File: src/assert_macros.svh
// ---------------------------------------------------------------------------
// Assertion macros
// Shared concurrent assertion forms for the WAV header parser.
// ---------------------------------------------------------------------------
`ifndef ASSERT_MACROS_SVH
`define ASSERT_MACROS_SVH

// The expression must hold at every clock edge outside reset.
`define ASSERT_ALWAYS(label, clk_s, rst_s, expr, msg) \
  label: assert property (@(posedge clk_s) disable iff (rst_s) (expr)) else $error(msg);

// When the antecedent holds, the consequent holds in the same cycle.
`define ASSERT_IMPLY(label, clk_s, rst_s, ante, cons, msg) \
  label: assert property (@(posedge clk_s) disable iff (rst_s) (ante) |-> (cons)) \
    else $error(msg);

// When the antecedent holds, the consequent holds in the next cycle.
`define ASSERT_NEXT(label, clk_s, rst_s, ante, cons, msg) \
  label: assert property (@(posedge clk_s) disable iff (rst_s) (ante) |=> (cons)) \
    else $error(msg);

`endif

File: src/wavhp_pkg.sv
// ---------------------------------------------------------------------------
// WAV header parser package
// Types, tags, status codes and sizes shared by the parser modules.
// ---------------------------------------------------------------------------
`timescale 1ns / 1ps
`default_nettype none

package wavhp_pkg;

  // Default width of the byte and chunk size counters.
  localparam int LENGTH_BITS_DEF = 32;

  // Files shorter than this are reported as too small.
  localparam int MIN_FILE_BYTES = 36;

  // Number of entries in the result queue.
  localparam int RQ_DEPTH = 4;

  // Size of the fixed part of a fmt chunk.
  localparam int FMT_BYTES = 16;

  // Big-endian views of the four character tags.
  localparam logic [31:0] TAG_RIFF = 32'h5249_4646;
  localparam logic [31:0] TAG_WAVE = 32'h5741_5645;
  localparam logic [31:0] TAG_FMT  = 32'h666D_7420;
  localparam logic [31:0] TAG_DATA = 32'h6461_7461;

  // Audio format code for plain PCM.
  localparam logic [15:0] FMT_PCM = 16'd1;

  // Report status codes.
  localparam logic [2:0] ST_OK        = 3'd0;
  localparam logic [2:0] ST_TOO_SMALL = 3'd1;
  localparam logic [2:0] ST_BAD_RIFF  = 3'd2;
  localparam logic [2:0] ST_NOT_PCM   = 3'd3;
  localparam logic [2:0] ST_NO_FMT    = 3'd4;
  localparam logic [2:0] ST_MALFORMED = 3'd5;

  // Result kinds.
  localparam logic KIND_PCM    = 1'b0;
  localparam logic KIND_REPORT = 1'b1;

  typedef enum logic [2:0] {
    PH_RIFF  = 3'd0,
    PH_RSIZE = 3'd1,
    PH_WAVE  = 3'd2,
    PH_HDR   = 3'd3,
    PH_FMT   = 3'd4,
    PH_SKIP  = 3'd5,
    PH_DATA  = 3'd6,
    PH_DONE  = 3'd7
  } phase_t;

  typedef struct packed {
    logic        kind;
    logic [7:0]  pcm_byte;
    logic [2:0]  status;
    logic [15:0] channels;
    logic [31:0] sample_rate;
    logic [15:0] bits_per_sample;
    logic [31:0] pcm_size;
    logic        end_of_run;
  } result_t;

  // Queue write request: first entry, and a second one in the same cycle.
  typedef struct packed {
    logic first;
    logic second;
  } push_t;

endpackage

`default_nettype wire

File: src/wav_header_parser.sv
// ---------------------------------------------------------------------------
// WAV header parser
// Parses a RIFF/WAVE byte stream, passes on PCM data and reports the format.
// ---------------------------------------------------------------------------
//
//   Channel   Handshake                  Payload
//   -------   -------------------------  ---------------------------------------
//   byte      byte_valid / byte_stall    data_byte, last_byte
//   result    result_valid / result_stall kind, pcm_byte, status, channels,
//                                        sample_rate, bits_per_sample, pcm_size,
//                                        end_of_run
//
// One byte is taken per cycle while byte_stall is low. A byte is held in the
// input register, is parsed there, and its results are written into the result
// queue, whose head drives the result port. The last byte of a file causes one
// extra result (the report), so that byte can put two results into the
// four-entry result queue. byte_stall is raised only while the queue lacks room
// for two more results, which a result side that never stalls never sees.
// Reset clears the parse state and empties the queue; after every report the
// parser returns to its reset state on its own and expects a new RIFF tag.
//
`timescale 1ns / 1ps
`default_nettype none

module wav_header_parser
  import wavhp_pkg::*;
#(
  parameter int LENGTH_BITS = LENGTH_BITS_DEF
) (
  input  wire logic        clk,
  input  wire logic        rst,

  input  wire logic        byte_valid,
  output logic             byte_stall,
  input  wire logic [7:0]  data_byte,
  input  wire logic        last_byte,

  output logic             result_valid,
  input  wire logic        result_stall,
  output logic             kind,
  output logic [7:0]       pcm_byte,
  output logic [2:0]       status,
  output logic [15:0]      channels,
  output logic [31:0]      sample_rate,
  output logic [15:0]      bits_per_sample,
  output logic [31:0]      pcm_size,
  output logic             end_of_run
);

  // Input register: the item being parsed this cycle.
  logic       r_valid;
  logic [7:0] r_byte;
  logic       r_last;

  logic       fire;
  logic       room;
  push_t      push;
  result_t    res_a;
  result_t    res_b;
  result_t    head;

  // The held item is parsed as soon as the queue can take both of its
  // possible results; otherwise it waits and the byte side is stalled.
  assign fire       = r_valid && room;
  assign byte_stall = r_valid && !room;

  always_ff @(posedge clk) begin
    if (rst) begin
      r_valid <= 1'b0;
    end else if (!byte_stall) begin
      r_valid <= byte_valid;
    end
  end

  always_ff @(posedge clk) begin
    if (byte_valid && !byte_stall) begin
      r_byte <= data_byte;
      r_last <= last_byte;
    end
  end

  wavhp_parse #(
    .LENGTH_BITS(LENGTH_BITS)
  ) u_parse (
    .clk      (clk),
    .rst      (rst),
    .fire     (fire),
    .data_byte(r_byte),
    .last_byte(r_last),
    .push     (push),
    .res_a    (res_a),
    .res_b    (res_b)
  );

  wavhp_resq u_resq (
    .clk      (clk),
    .rst      (rst),
    .push     (push),
    .res_a    (res_a),
    .res_b    (res_b),
    .room     (room),
    .not_empty(result_valid),
    .pop      (!result_stall),
    .head     (head)
  );

  // The queue head drives the result port directly; it holds while stalled.
  assign kind            = head.kind;
  assign pcm_byte        = head.pcm_byte;
  assign status          = head.status;
  assign channels        = head.channels;
  assign sample_rate     = head.sample_rate;
  assign bits_per_sample = head.bits_per_sample;
  assign pcm_size        = head.pcm_size;
  assign end_of_run      = head.end_of_run;

endmodule

`default_nettype wire

File: src/wavhp_parse.sv
// ---------------------------------------------------------------------------
// WAV header parser core
// Parse state, and next-state and result logic for one byte per cycle while fire is high.
// ---------------------------------------------------------------------------
`timescale 1ns / 1ps
`default_nettype none
`include "assert_macros.svh"

module wavhp_parse
  import wavhp_pkg::*;
#(
  parameter int LENGTH_BITS = LENGTH_BITS_DEF
) (
  input  wire logic       clk,
  input  wire logic       rst,
  input  wire logic       fire,
  input  wire logic [7:0] data_byte,
  input  wire logic       last_byte,
  output push_t           push,
  output result_t         res_a,
  output result_t         res_b
);

  localparam logic [63:0] LEN_MAX = {64{1'b1}} >> (64 - LENGTH_BITS);

  phase_t                 phase, phase_next;
  logic [3:0]             cnt, cnt_next;
  logic [31:0]            tag, tag_next;
  logic [31:0]            clen, clen_next;
  logic [LENGTH_BITS-1:0] left, left_next;
  logic [LENGTH_BITS-1:0] total, total_next;
  logic                   fmt_seen, fmt_seen_next;
  logic                   data_done, data_done_next;
  logic [15:0]            afmt, afmt_next;
  logic [15:0]            chans, chans_next;
  logic [31:0]            rate, rate_next;
  logic [15:0]            bits, bits_next;
  logic [2:0]             err, err_next;
  logic [31:0]            rsize, rsize_next;

  logic [63:0]            clen_wide;
  logic [LENGTH_BITS-1:0] len;
  logic                   pcm_emit;
  logic [2:0]             status;
  result_t                rpt;
  result_t                pcm;

  // Chunk length as seen by the counters, saturated at their maximum. It is
  // only used on the last header byte, which supplies the top length byte.
  assign clen_wide = {32'b0, data_byte, clen[23:0]};
  assign len = (clen_wide > LEN_MAX) ? LEN_MAX[LENGTH_BITS-1:0] : clen_wide[LENGTH_BITS-1:0];

  // Next state.
  always_comb begin
    phase_next     = phase;
    cnt_next       = cnt;
    tag_next       = tag;
    clen_next      = clen;
    left_next      = left;
    fmt_seen_next  = fmt_seen;
    data_done_next = data_done;
    afmt_next      = afmt;
    chans_next     = chans;
    rate_next      = rate;
    bits_next      = bits;
    err_next       = err;
    rsize_next     = rsize;
    total_next     = (&total) ? total : total + 1'b1;

    unique case (phase)
      PH_RIFF, PH_WAVE: begin
        tag_next = {tag[23:0], data_byte};
        if (cnt >= 4'd3) begin
          cnt_next = '0;
          if (tag_next != ((phase == PH_RIFF) ? TAG_RIFF : TAG_WAVE)) begin
            err_next   = ST_BAD_RIFF;
            phase_next = PH_DONE;
          end else begin
            phase_next = (phase == PH_RIFF) ? PH_RSIZE : PH_HDR;
          end
        end else begin
          cnt_next = cnt + 4'd1;
        end
      end
      PH_RSIZE: begin
        if (cnt >= 4'd3) begin
          cnt_next   = '0;
          phase_next = PH_WAVE;
        end else begin
          cnt_next = cnt + 4'd1;
        end
      end
      PH_HDR: begin
        if (cnt < 4'd4) begin
          tag_next = {tag[23:0], data_byte};
          if (cnt == 4'd0) begin
            clen_next = '0;
          end
        end else begin
          // Length lanes were cleared at the first tag byte.
          clen_next[{cnt[1:0], 3'b000} +: 8] = data_byte;
        end
        if (cnt >= 4'd7) begin
          cnt_next = '0;
          if (tag_next == TAG_FMT) begin
            if (len < LENGTH_BITS'(FMT_BYTES)) begin
              err_next   = ST_MALFORMED;
              phase_next = PH_DONE;
            end else begin
              left_next  = len - LENGTH_BITS'(FMT_BYTES);
              phase_next = PH_FMT;
            end
          end else if (tag_next == TAG_DATA) begin
            if (!fmt_seen) begin
              err_next   = ST_NO_FMT;
              phase_next = PH_DONE;
            end else begin
              rsize_next = clen_next;
              left_next  = len;
              if (len == '0) begin
                data_done_next = 1'b1;
                phase_next     = PH_DONE;
              end else begin
                phase_next = PH_DATA;
              end
            end
          end else begin
            left_next  = len;
            phase_next = (len == '0) ? PH_HDR : PH_SKIP;
          end
        end else begin
          cnt_next = cnt + 4'd1;
        end
      end
      PH_FMT: begin
        case (cnt) inside
          4'd0:             afmt_next = {8'h00, data_byte};
          4'd1:             afmt_next[15:8] = data_byte;
          4'd2:             chans_next = {8'h00, data_byte};
          4'd3:             chans_next[15:8] = data_byte;
          4'd4:             rate_next = {24'h000000, data_byte};
          4'd5, 4'd6, 4'd7: rate_next[{cnt[1:0], 3'b000} +: 8] = data_byte;
          4'd14:            bits_next = {8'h00, data_byte};
          4'd15:            bits_next[15:8] = data_byte;
          default:          ;
        endcase
        if (cnt == 4'd15) begin
          cnt_next = '0;
          if (afmt_next != FMT_PCM) begin
            err_next   = ST_NOT_PCM;
            phase_next = PH_DONE;
          end else begin
            fmt_seen_next = 1'b1;
            phase_next    = (left == '0) ? PH_HDR : PH_SKIP;
          end
        end else begin
          cnt_next = cnt + 4'd1;
        end
      end
      PH_SKIP: begin
        if (left != '0) begin
          left_next = left - 1'b1;
        end
        if (left_next == '0) begin
          phase_next = PH_HDR;
        end
      end
      PH_DATA: begin
        if (left != '0) begin
          left_next = left - 1'b1;
        end
        if (left_next == '0) begin
          data_done_next = 1'b1;
          phase_next     = PH_DONE;
        end
      end
      PH_DONE: phase_next = PH_DONE;
      default: phase_next = PH_DONE;
    endcase
  end

  // Results caused by the current byte.
  always_comb begin
    pcm_emit = (phase == PH_DATA);

    if (total_next < LENGTH_BITS'(MIN_FILE_BYTES)) begin
      status = ST_TOO_SMALL;
    end else if (err_next != ST_OK) begin
      status = err_next;
    end else if (data_done_next) begin
      status = ST_OK;
    end else begin
      status = ST_MALFORMED;
    end

    pcm                 = '0;
    pcm.kind            = KIND_PCM;
    pcm.pcm_byte        = data_byte;

    rpt                 = '0;
    rpt.kind            = KIND_REPORT;
    rpt.status          = status;
    rpt.channels        = chans_next;
    rpt.sample_rate     = rate_next;
    rpt.bits_per_sample = bits_next;
    rpt.pcm_size        = rsize_next;
    rpt.end_of_run      = 1'b1;

    res_a       = pcm_emit ? pcm : rpt;
    res_b       = rpt;
    push.first  = fire && (pcm_emit || last_byte);
    push.second = fire && pcm_emit && last_byte;
  end

  always_ff @(posedge clk) begin
    if (rst || (fire && last_byte)) begin
      phase     <= PH_RIFF;
      cnt       <= '0;
      tag       <= '0;
      clen      <= '0;
      left      <= '0;
      total     <= '0;
      fmt_seen  <= 1'b0;
      data_done <= 1'b0;
      afmt      <= '0;
      chans     <= '0;
      rate      <= '0;
      bits      <= '0;
      err       <= ST_OK;
      rsize     <= '0;
    end else if (fire) begin
      phase     <= phase_next;
      cnt       <= cnt_next;
      tag       <= tag_next;
      clen      <= clen_next;
      left      <= left_next;
      total     <= total_next;
      fmt_seen  <= fmt_seen_next;
      data_done <= data_done_next;
      afmt      <= afmt_next;
      chans     <= chans_next;
      rate      <= rate_next;
      bits      <= bits_next;
      err       <= err_next;
      rsize     <= rsize_next;
    end
  end

  `ASSERT_IMPLY(a_err_done, clk, rst, err != ST_OK, phase == PH_DONE, "error without done phase")
  `ASSERT_IMPLY(a_data_done, clk, rst, data_done, phase == PH_DONE, "data done but still parsing")
  `ASSERT_NEXT(a_rearm, clk, rst, fire && last_byte, (phase == PH_RIFF) && (total == '0),
               "parser not rearmed after report")

endmodule

`default_nettype wire

File: src/wavhp_resq.sv
// ---------------------------------------------------------------------------
// WAV header parser result queue
// Small queue that takes up to two results a cycle and gives one while pop is high.
// ---------------------------------------------------------------------------
`timescale 1ns / 1ps
`default_nettype none
`include "assert_macros.svh"

module wavhp_resq
  import wavhp_pkg::*;
(
  input  wire logic    clk,
  input  wire logic    rst,
  input  wire push_t   push,
  input  wire result_t res_a,
  input  wire result_t res_b,
  output logic         room,
  output logic         not_empty,
  input  wire logic    pop,
  output result_t      head
);

  localparam int PW = $clog2(RQ_DEPTH);
  localparam int CW = $clog2(RQ_DEPTH + 1);

  result_t         mem [RQ_DEPTH];
  logic [PW-1:0]   wr_ptr;
  logic [PW-1:0]   rd_ptr;
  logic [CW-1:0]   count;
  logic [CW-1:0]   count_next;
  logic            do_pop;

  assign room      = (count <= CW'(RQ_DEPTH - 2));
  assign not_empty = (count != '0);
  assign do_pop    = pop && not_empty;
  assign head      = mem[rd_ptr];

  assign count_next = count + CW'(push.first) + CW'(push.second) - CW'(do_pop);

  always_ff @(posedge clk) begin
    if (push.first) begin
      mem[wr_ptr] <= res_a;
    end
    if (push.second) begin
      mem[wr_ptr + 1'b1] <= res_b;
    end
  end

  always_ff @(posedge clk) begin
    if (rst) begin
      wr_ptr <= '0;
      rd_ptr <= '0;
      count  <= '0;
    end else begin
      wr_ptr <= wr_ptr + PW'(push.first) + PW'(push.second);
      if (do_pop) begin
        rd_ptr <= rd_ptr + 1'b1;
      end
      count <= count_next;
    end
  end

  `ASSERT_ALWAYS(a_count_bound, clk, rst, count <= CW'(RQ_DEPTH), "result queue count overflow")
  `ASSERT_IMPLY(a_push_room, clk, rst, push.first, room, "push into a queue without room")

endmodule

`default_nettype wire

File: config.mk
export PLATFORM = sky130hd
export DESIGN_NAME = wav_header_parser
export DESIGN_NICKNAME = d
export VERILOG_FILES = /design/src/wavhp_pkg.sv /design/src/wav_header_parser.sv /design/src/wavhp_parse.sv /design/src/wavhp_resq.sv
export VERILOG_INCLUDE_DIRS = /design/src /design/src/src
export SDC_FILE = /design/constraint.sdc
export NUM_CORES = 1
export LEC_CHECK = 0
export BUFFER_PORTS_ARGS = -buffer_cell sky130_fd_sc_hd__buf_4
export CAP_MARGIN = 20
export CORE_ASPECT_RATIO = 1.2
export CORE_UTILIZATION = 52
export CTS_CLUSTER_DIAMETER = 150
export DETAILED_ROUTE_END_ITERATION = 8
export PLACE_DENSITY = 0.69
export SLEW_MARGIN = 10
export SYNTH_ARGS = -nofsm -noshare
export SYNTH_HDL_FRONTEND = slang
export SYNTH_SLANG_ARGS = --single-unit
File: constraint.sdc
create_clock -name clk -period 26.7 [get_ports clk]
set_clock_uncertainty 0.2 [all_clocks]
set_input_delay 2.67 -clock clk [delete_from_list [all_inputs] [get_ports clk]]
set_output_delay 2.67 -clock clk [all_outputs]
set_load 0.02 [all_outputs]
# Yosys cells after proc, flatten, opt, wreduce, memory -nomap -nowiden
# Memories as Yosys holds them, arrays and structs flattened. A register that Yosys moved wholly into a read port is not among the register bits.
# Cells that the tools add are included.
# op_classes
add_sub_neg	12
magnitude_cmp	7
n_eq_ne	28
shift	2
n_mux	108
bitwise_logic	1
n_reduce_logical	36
# op_table
cell	n
$mux W32	26
$mux W8	27
$logic_not A32 Y1	4
$mux W109	1
$pmux W32 S3	1
$mux W3	25
$bwmux W32	2
$eq A32 B31 Y1 const B	2
$pmux W32 S2	1
$add A32 B1 Y32 const B	1
$gt A32 B32 Y1 const B	1
$lt A32 B5 Y1 const B	1
$lt A32 B6 Y1 const B	1
$mux W16	2
$ne A32 B32 Y1	1
$reduce_and A32 Y1	1
$reduce_bool A32 Y1	1
$shift A8 B7 Y32 const A	1
$shiftx A8 B7 Y32	1
$sub A32 B1 Y32 const B	1
$sub A32 B5 Y32 const B	1
$mux W27	1
$pmux W3 S7	1
$eq A4 B3 Y1 const B	4
41 further kinds	86
# word_totals
ff_bits	269
mem_bits_rw	436
in_bits	13
out_inout_bits	111
elab_cells	215
n_memories	1
# memory_table
memory	depth	width	read_ports	rd_ports_with_merged_regs	write_ports	line_no	source
u_resq.mem	4	109	1	1	2	wavhp_resq.sv:26	result_t mem [RQ_DEPTH];

# Longest topological paths before layout
# Gate-level depths: netlist of the first run.
# depth
word_depth	13
mapped_depth	12
depth_no_buf	11

# Modules after synthesis
# A second synthesis of the first run with hierarchy kept.
# unflattened
hier_cells	3116
area_unflattened_um2	36686.4
# by_module_without_submodules
mod	instances	cells_each	area_each_um2	seq_area_each_um2
wavhp_resq	1	1103	21535.7	13272.7
wavhp_parse	1	1998	14820.5	5044.8
wav_header_parser	1	15	330.3	290.3

# Worst setup path before layout of the first run
# Ideal clock, no wire load.
# synth_path
kind	register to register
start	reg u_parse.phase[1]
end	mem u_resq.mem[0][10] (netlist name), enable pin
setup_ps	693
arrival_ps	8227
required_time_ps	25807
slack_ps	17579
stages_incl_launch_ff	6
path_buffers	2
synth_period_minus_slack_ps	9121
path_cell_list	dfxtp_1 -> clkbuf_1 -> and3_1 -> clkbuf_1 -> nand3_1 -> o21ai_0
# synth_rtl
item	line_no	source
start: declaration	wavhp_parse.sv:26	phase_t phase, phase_next;
start signal: assignment	wavhp_parse.sv:232	phase <= phase_next;
end: declaration	wavhp_resq.sv:26	

==> results.toml, run 1 <==
[sta]
setup_viol = 0
rsz0062_at_grt = "false"
max_freq_mhz = 152
finalSetupTns_ns = 0
hold_slack_ns = 0.243
fin_crit_ns = 6.59
finalHoldViolations = 0
finalCritPeriodShare = 0.247
maxSlewViolCount = 0
slew_headroom = 0.249
worst_pin_slew_ns = 1.13

[power_and_ir_drop]
pwr-share-clk = 0.371
combPwrFrac = 0.183
p_int_mw = 1.97
power_frac_seq = 0.447
ir_drop_uv = 53.1
p_leak_nw = 11.2
powerDensity_mw_per_mm2 = 74.0
p_sw_uw = 742
swShare = 0.273

[die]
initial_core_util = 0.527
dieArea_mm2 = 0.0641
die_h_um = 277
fp-row-count = 100
dieWidth_um = 231
coreArea_mm2 = 0.0622
pin_count = 124

[logic_synthesis]
synthDistinctLibCells = 84
yosysWarnings = 0
avgSynthCellArea_um2 = 10.2
syn_nets = 3244
synth_cells = 3217
synth_seq_cells = 703
synth_area_mm2 = 0.0328
synth_edf_count = 405
yosysSeqAreaShare = 0.553
synth_top_flop_cell = "edfxtp_1"
synthArstFlopShare = 0

[finish]
multi_input_area_mm2 = 0.0137
fin_area_mm2 = 0.0367
final_nets = 3253
num-fill-cells = 4987
drive_above_1_share = 0.136
regArea_mm2 = 0.0181
syn_to_final_growth_pct = 11.9
final_util = 0.590
layout_common_cells = "600 x nor2_1, 445 x nand2_1, 405 x edfxtp_1"
layout_commonest_cell = "nor2_1"
final_cells = 4099
num_antenna_cells = 0

[placement]
post_dp_cell_area_mm2 = 0.0343
place_inst = 3967
gp_congestion = 0.922
io_buffers = 123
dpl.hpwl_mm = 54.6

[global_route]
grt_pass1_wl_mm = 138
grt.total_usage = 0.274
grt_pass1_vias = 24700
antenna_found_initial = 0
grt_max_degree = 190
grt-ovfl-total = 0

[critical_path]
reg2reg_from = "u_parse.phase[2]"
cp-end-kind = "primary output"
critPathMaxFanout = 47
worstRegToRegCells = 7
critical_path_arrival_ns = 3.72
required_ns = 23.83
worstSetupPathType = "reg2out"
cp-start-kind = "flip-flop"

[route]
drt_iter0_drc = 2131
drc = 0
antenna_left = 0
routedWlPerCell_um = 21.5
drt-vias-per-instance = 6.16
vias = 25200
first_pass_iters = 6
wl_mm = 88.1

[job]
maxCapViolations = 0

[clock_tree]
holdBufCountCts = 0
cts_inserted_buffers = 70
clk_pin_slew_worst_paths_ns = 0.06
cts_num_sinks = 703
tritoncts = "yes"
clockBufferDepth = 3
post_cts_buffers = 0
clk_latency_ns = 0.62
post_cts_resized = 0
cts_root_buffer = "clkbuf_16"
h-tree-depth = 3

[run_status]
status = "complete, no violations"

[hold_path]
whs_path_depth = 2
hold_start = "u_resq.mem[3][0]"
hp-class = "reg2reg"
==> state kept, by name, indices dropped and copies added, names as in the netlist, 3 cells and up, named ones only <==
signal,cells
r_byte,8
u_parse.afmt,16
u_parse.bits,16
u_parse.chans,16
u_parse.clen,32
u_parse.cnt,4
u_parse.err,3
u_parse.left,32
u_parse.phase,3
u_parse.rate,32
u_parse.rsize,32
u_parse.tag,32
u_parse.total,32
u_resq.count,3
u_resq.mem,432
==> routing by layer <==
metal / share of wire / global-route usage
met2: 0.51 / 0.478
met5: 0 / 0
met4: 0.037 / 0.120
met3: 0.063 / 0.0318
met1: 0.39 / 0.340
==> per-stage QoR <==
step | total power [mW] | setup slack, ns
floorplan | 1.57 | 17.58
global placement | 1.72 | 20.69
detailed placement | 1.74 | 20.60
CTS | 2.73 | 19.95
global route | 2.80 | 19.76
finish | 2.72 | 20.11
==> Yosys cell counts (all sizes together) (22+ instances only) <==
| library cell | count | area [um2] |
|---|---|---|
| a211oi | 47 | 353 |
| or3 | 29 | 181 |
| a21oi | 253 | 1270 |
| clkbuf | 205 | 769 |
| xnor2 | 30 | 263 |
| a22oi | 25 | 188 |
| dfxtp | 298 | 5970 |
| o21ai | 97 | 485 |
| buf | 35 | 164 |
| o21a | 24 | 180 |
| edfxtp | 405 | 12200 |
| xor2 | 43 | 377 |
| inv | 26 | 97.6 |
| mux2i | 58 | 581 |
| nor4 | 35 | 283 |
| and2 | 22 | 138 |
| mux4 | 108 | 2430 |
| nor3 | 56 | 292 |
| and3 | 29 | 181 |
| nand3 | 111 | 556 |
| nand4 | 28 | 175 |
| nand2 | 445 | 1670 |
| nor2 | 602 | 2260 |
==> area by class of cell <==
type	instances	share of cell area
multi-input combinational	2248	0.375
tap	816	0.0278
clock inverter	32	0.00955
sequential	703	0.494
inverter	26	0.00266
timing repair buffer	177	0.0369
clock buffer	97	0.0541
==> critical path, stage by stage, from the launching register on <==
cell and delay (ns):
dfxtp_4 0.71, buf_4 0.69, buf_4 0.77, mux4_2 0.61, buf_4 0.17
==> power groups by stage <==
stage / combinational (mW) / clock (mW) / sequential [mW]
4_1_cts: 0.501 / 1.02 / 1.21
6_report: 0.496 / 1.01 / 1.21
3_5_place_dp: 0.500 / 0 / 1.24
3_3_place_gp: 0.489 / 0 / 1.23
2_1_floorplan: 0.352 / 0 / 1.22
5_1_grt: 0.527 / 1.06 / 1.22
==> path summary, 6_finish.rpt <==
kind                           end  slack (ns)
setup / recovery      pcm_size[12]       20.11
hold / removal    u_resq.mem[3][0]        0.24
setup reg to reg  u_resq.mem[3][8]       22.29
hold reg to reg   u_resq.mem[3][0]        0.24
==> logic make-up (layout without fill, tap and decap cells) <==
| kind of cell | after synthesis | count (layout) | synth area share |
|---|---|---|---|
| and+or+nand+nor | 1444 | 1444 | 0.196 |
| DFF | 703 | 703 | 0.553 |
| buffers and inverters | 266 | 332 | 0.0314 |
| AOI/OAI and AO/OA | 540 | 540 | 0.0988 |
| xor gates and xnor gates | 73 | 73 | 0.0195 |
| adders and majority gates | 15 | 15 | 0.00634 |
| muxes | 176 | 176 | 0.0953 |
No activity file was read; power rests on OpenSTA's default activity.
==> run 2: changes to the inputs <==
- clock period: 26.7 -> 6.5 ns (I/O delays scaled with it)
==> results.toml, run 2 (synthesis gave the netlist of run 1 again) <==
[clock_tree]
holdBufCountCts = 0
cts_root_buffer = "clkbuf_16"
h-tree-depth = 3
post_cts_buffers = 0
clockBufferDepth = 3
cts_num_sinks = 703
clk_pin_slew_worst_paths_ns = 0.06
post_cts_resized = 0
cts_inserted_buffers = 70
tritoncts = "yes"
clk_latency_ns = 0.60

[global_route]
grt_max_degree = 101
grt-ovfl-total = 0
grt_pass1_vias = 24800
grt_pass1_wl_mm = 139
antenna_found_initial = 0
grt.total_usage = 0.276

[critical_path]
worstSetupPathType = "reg2reg"
cp-end-kind = "flip-flop"
cp-start-kind = "flip-flop"
required_ns = 6.76
critical_path_arrival_ns = 4.63
critPathMaxFanout = 22

[finish]
multi_input_area_mm2 = 0.0137
drive_above_1_share = 0.134
num-fill-cells = 5087
top_register = "u_resq.mem"
fin_area_mm2 = 0.0368
regArea_mm2 = 0.0181
layout_common_cells = "600 x nor2_1, 445 x nand2_1, 405 x edfxtp_1"
layout_commonest_cell = "nor2_1"
num_antenna_cells = 0
final_util = 0.591
final_nets = 3248
largest_reg_flops = 432
syn_to_final_growth_pct = 12.2

[placement]
dpl.hpwl_mm = 54.2
post_dp_cell_area_mm2 = 0.0344
place_ws_ns = 2.08
gp_congestion = 0.926
io_buffers = 123

[power_and_ir_drop]
powerDensity_mw_per_mm2 = 305
p_leak_nw = 11.4
ir_drop_uv = 260
finalPower_mw = 11.2

[route]
first_pass_iters = 6
drt-vias-per-instance = 6.11
wl_mm = 88.4
drt_iter0_drc = 2213
routedWlPerCell_um = 21.6
antenna_left = 0
vias = 25000
drc = 0

[sta]
finalHoldViolations = 0
finalCritPeriodShare = 0.672
worst_pin_slew_ns = 1.15
rsz0062_at_grt = "false"
fin_crit_ns = 4.37
finalWorstSetupSlack_ns = 2.13
maxSlewViolCount = 0
setup_viol = 0
finalSetupTns_ns = 0
max_freq_mhz = 229
slew_headroom = 0.233

[run_status]
status = "complete, no violations"

[job]
maxCapViolations = 0

[hold_path]
hp-class = "in2reg"

[die]
pin_count = 124
initial_core_util = 0.527
fp-row-count = 100
dieWidth_um = 231
dieArea_mm2 = 0.0641
die_h_um = 277
coreArea_mm2 = 0.0622
run 2: cell count changes in the layout (fill, tap and decap cells not counted), moves of 4 or more:
cell      change
buf_4        -11
clkinv_2      -4
clkbuf_8      +6
buf_12        +7
clkinv_1      -5
run 2: power breakdown:
group	switching, mW	internal, mW	total [mW]
Clock	1.67	2.46	4.12
Sequential	0.139	4.84	4.98
Combinational	1.25	0.869	2.11
run 2: layout make-up:
cell class / instances / share of cell area
clock buffers: 104 / 0.0558
clock inverters: 20 / 0.00752
inverters: 26 / 0.00265
multi-input cells: 2248 / 0.374
flip-flops and latches: 703 / 0.493
well taps: 816 / 0.0278
repair buffers: 172 / 0.0391
run 2: worst max-delay path, cell delays in order (launching register included):
cell	delay (ns)
edfxtp_1	0.64
buf_4	0.31
or4_1	0.60
or4_1	0.54
a2111oi_2	0.52
a211oi_1	0.20
o21a_1	0.49
buf_4	0.35
nand2_1	0.23
o22ai_1	0.13
run 2: worst paths after layout:
| kind | cells after the start | endpoint | from | slack, ns |
|---|---|---|---|---|
| max | 9 | u_parse.left[25] | r_byte[3] | 2.13 |
| min | 1 | r_byte[5] | data_byte[5] | 0.04 |
| max reg2reg | 9 | u_parse.left[25] | r_byte[3] | 2.13 |
| min reg2reg | 2 | u_resq.mem[3][0] | u_resq.mem[3][0] | 0.24 |
run 2: metrics by stage:
step | hold slack [ns] | std cells
6_report | 0.0408 | 4089
5_1_grt | 0.0278 | 4089
4_1_cts | 0.0134 | 4086
3_5_place_dp | 0.239 | 3962
3_3_place_gp | 0.228 | 3961
2_1_floorplan | 0.218 | 3217
run 2: routing by layer:
metal | share of wire | GRT usage
met3 | 0.059 | 0.0300
met1 | 0.40 | 0.348
met2 | 0.51 | 0.483
met4 | 0.032 | 0.106
met5 | 0 | 0
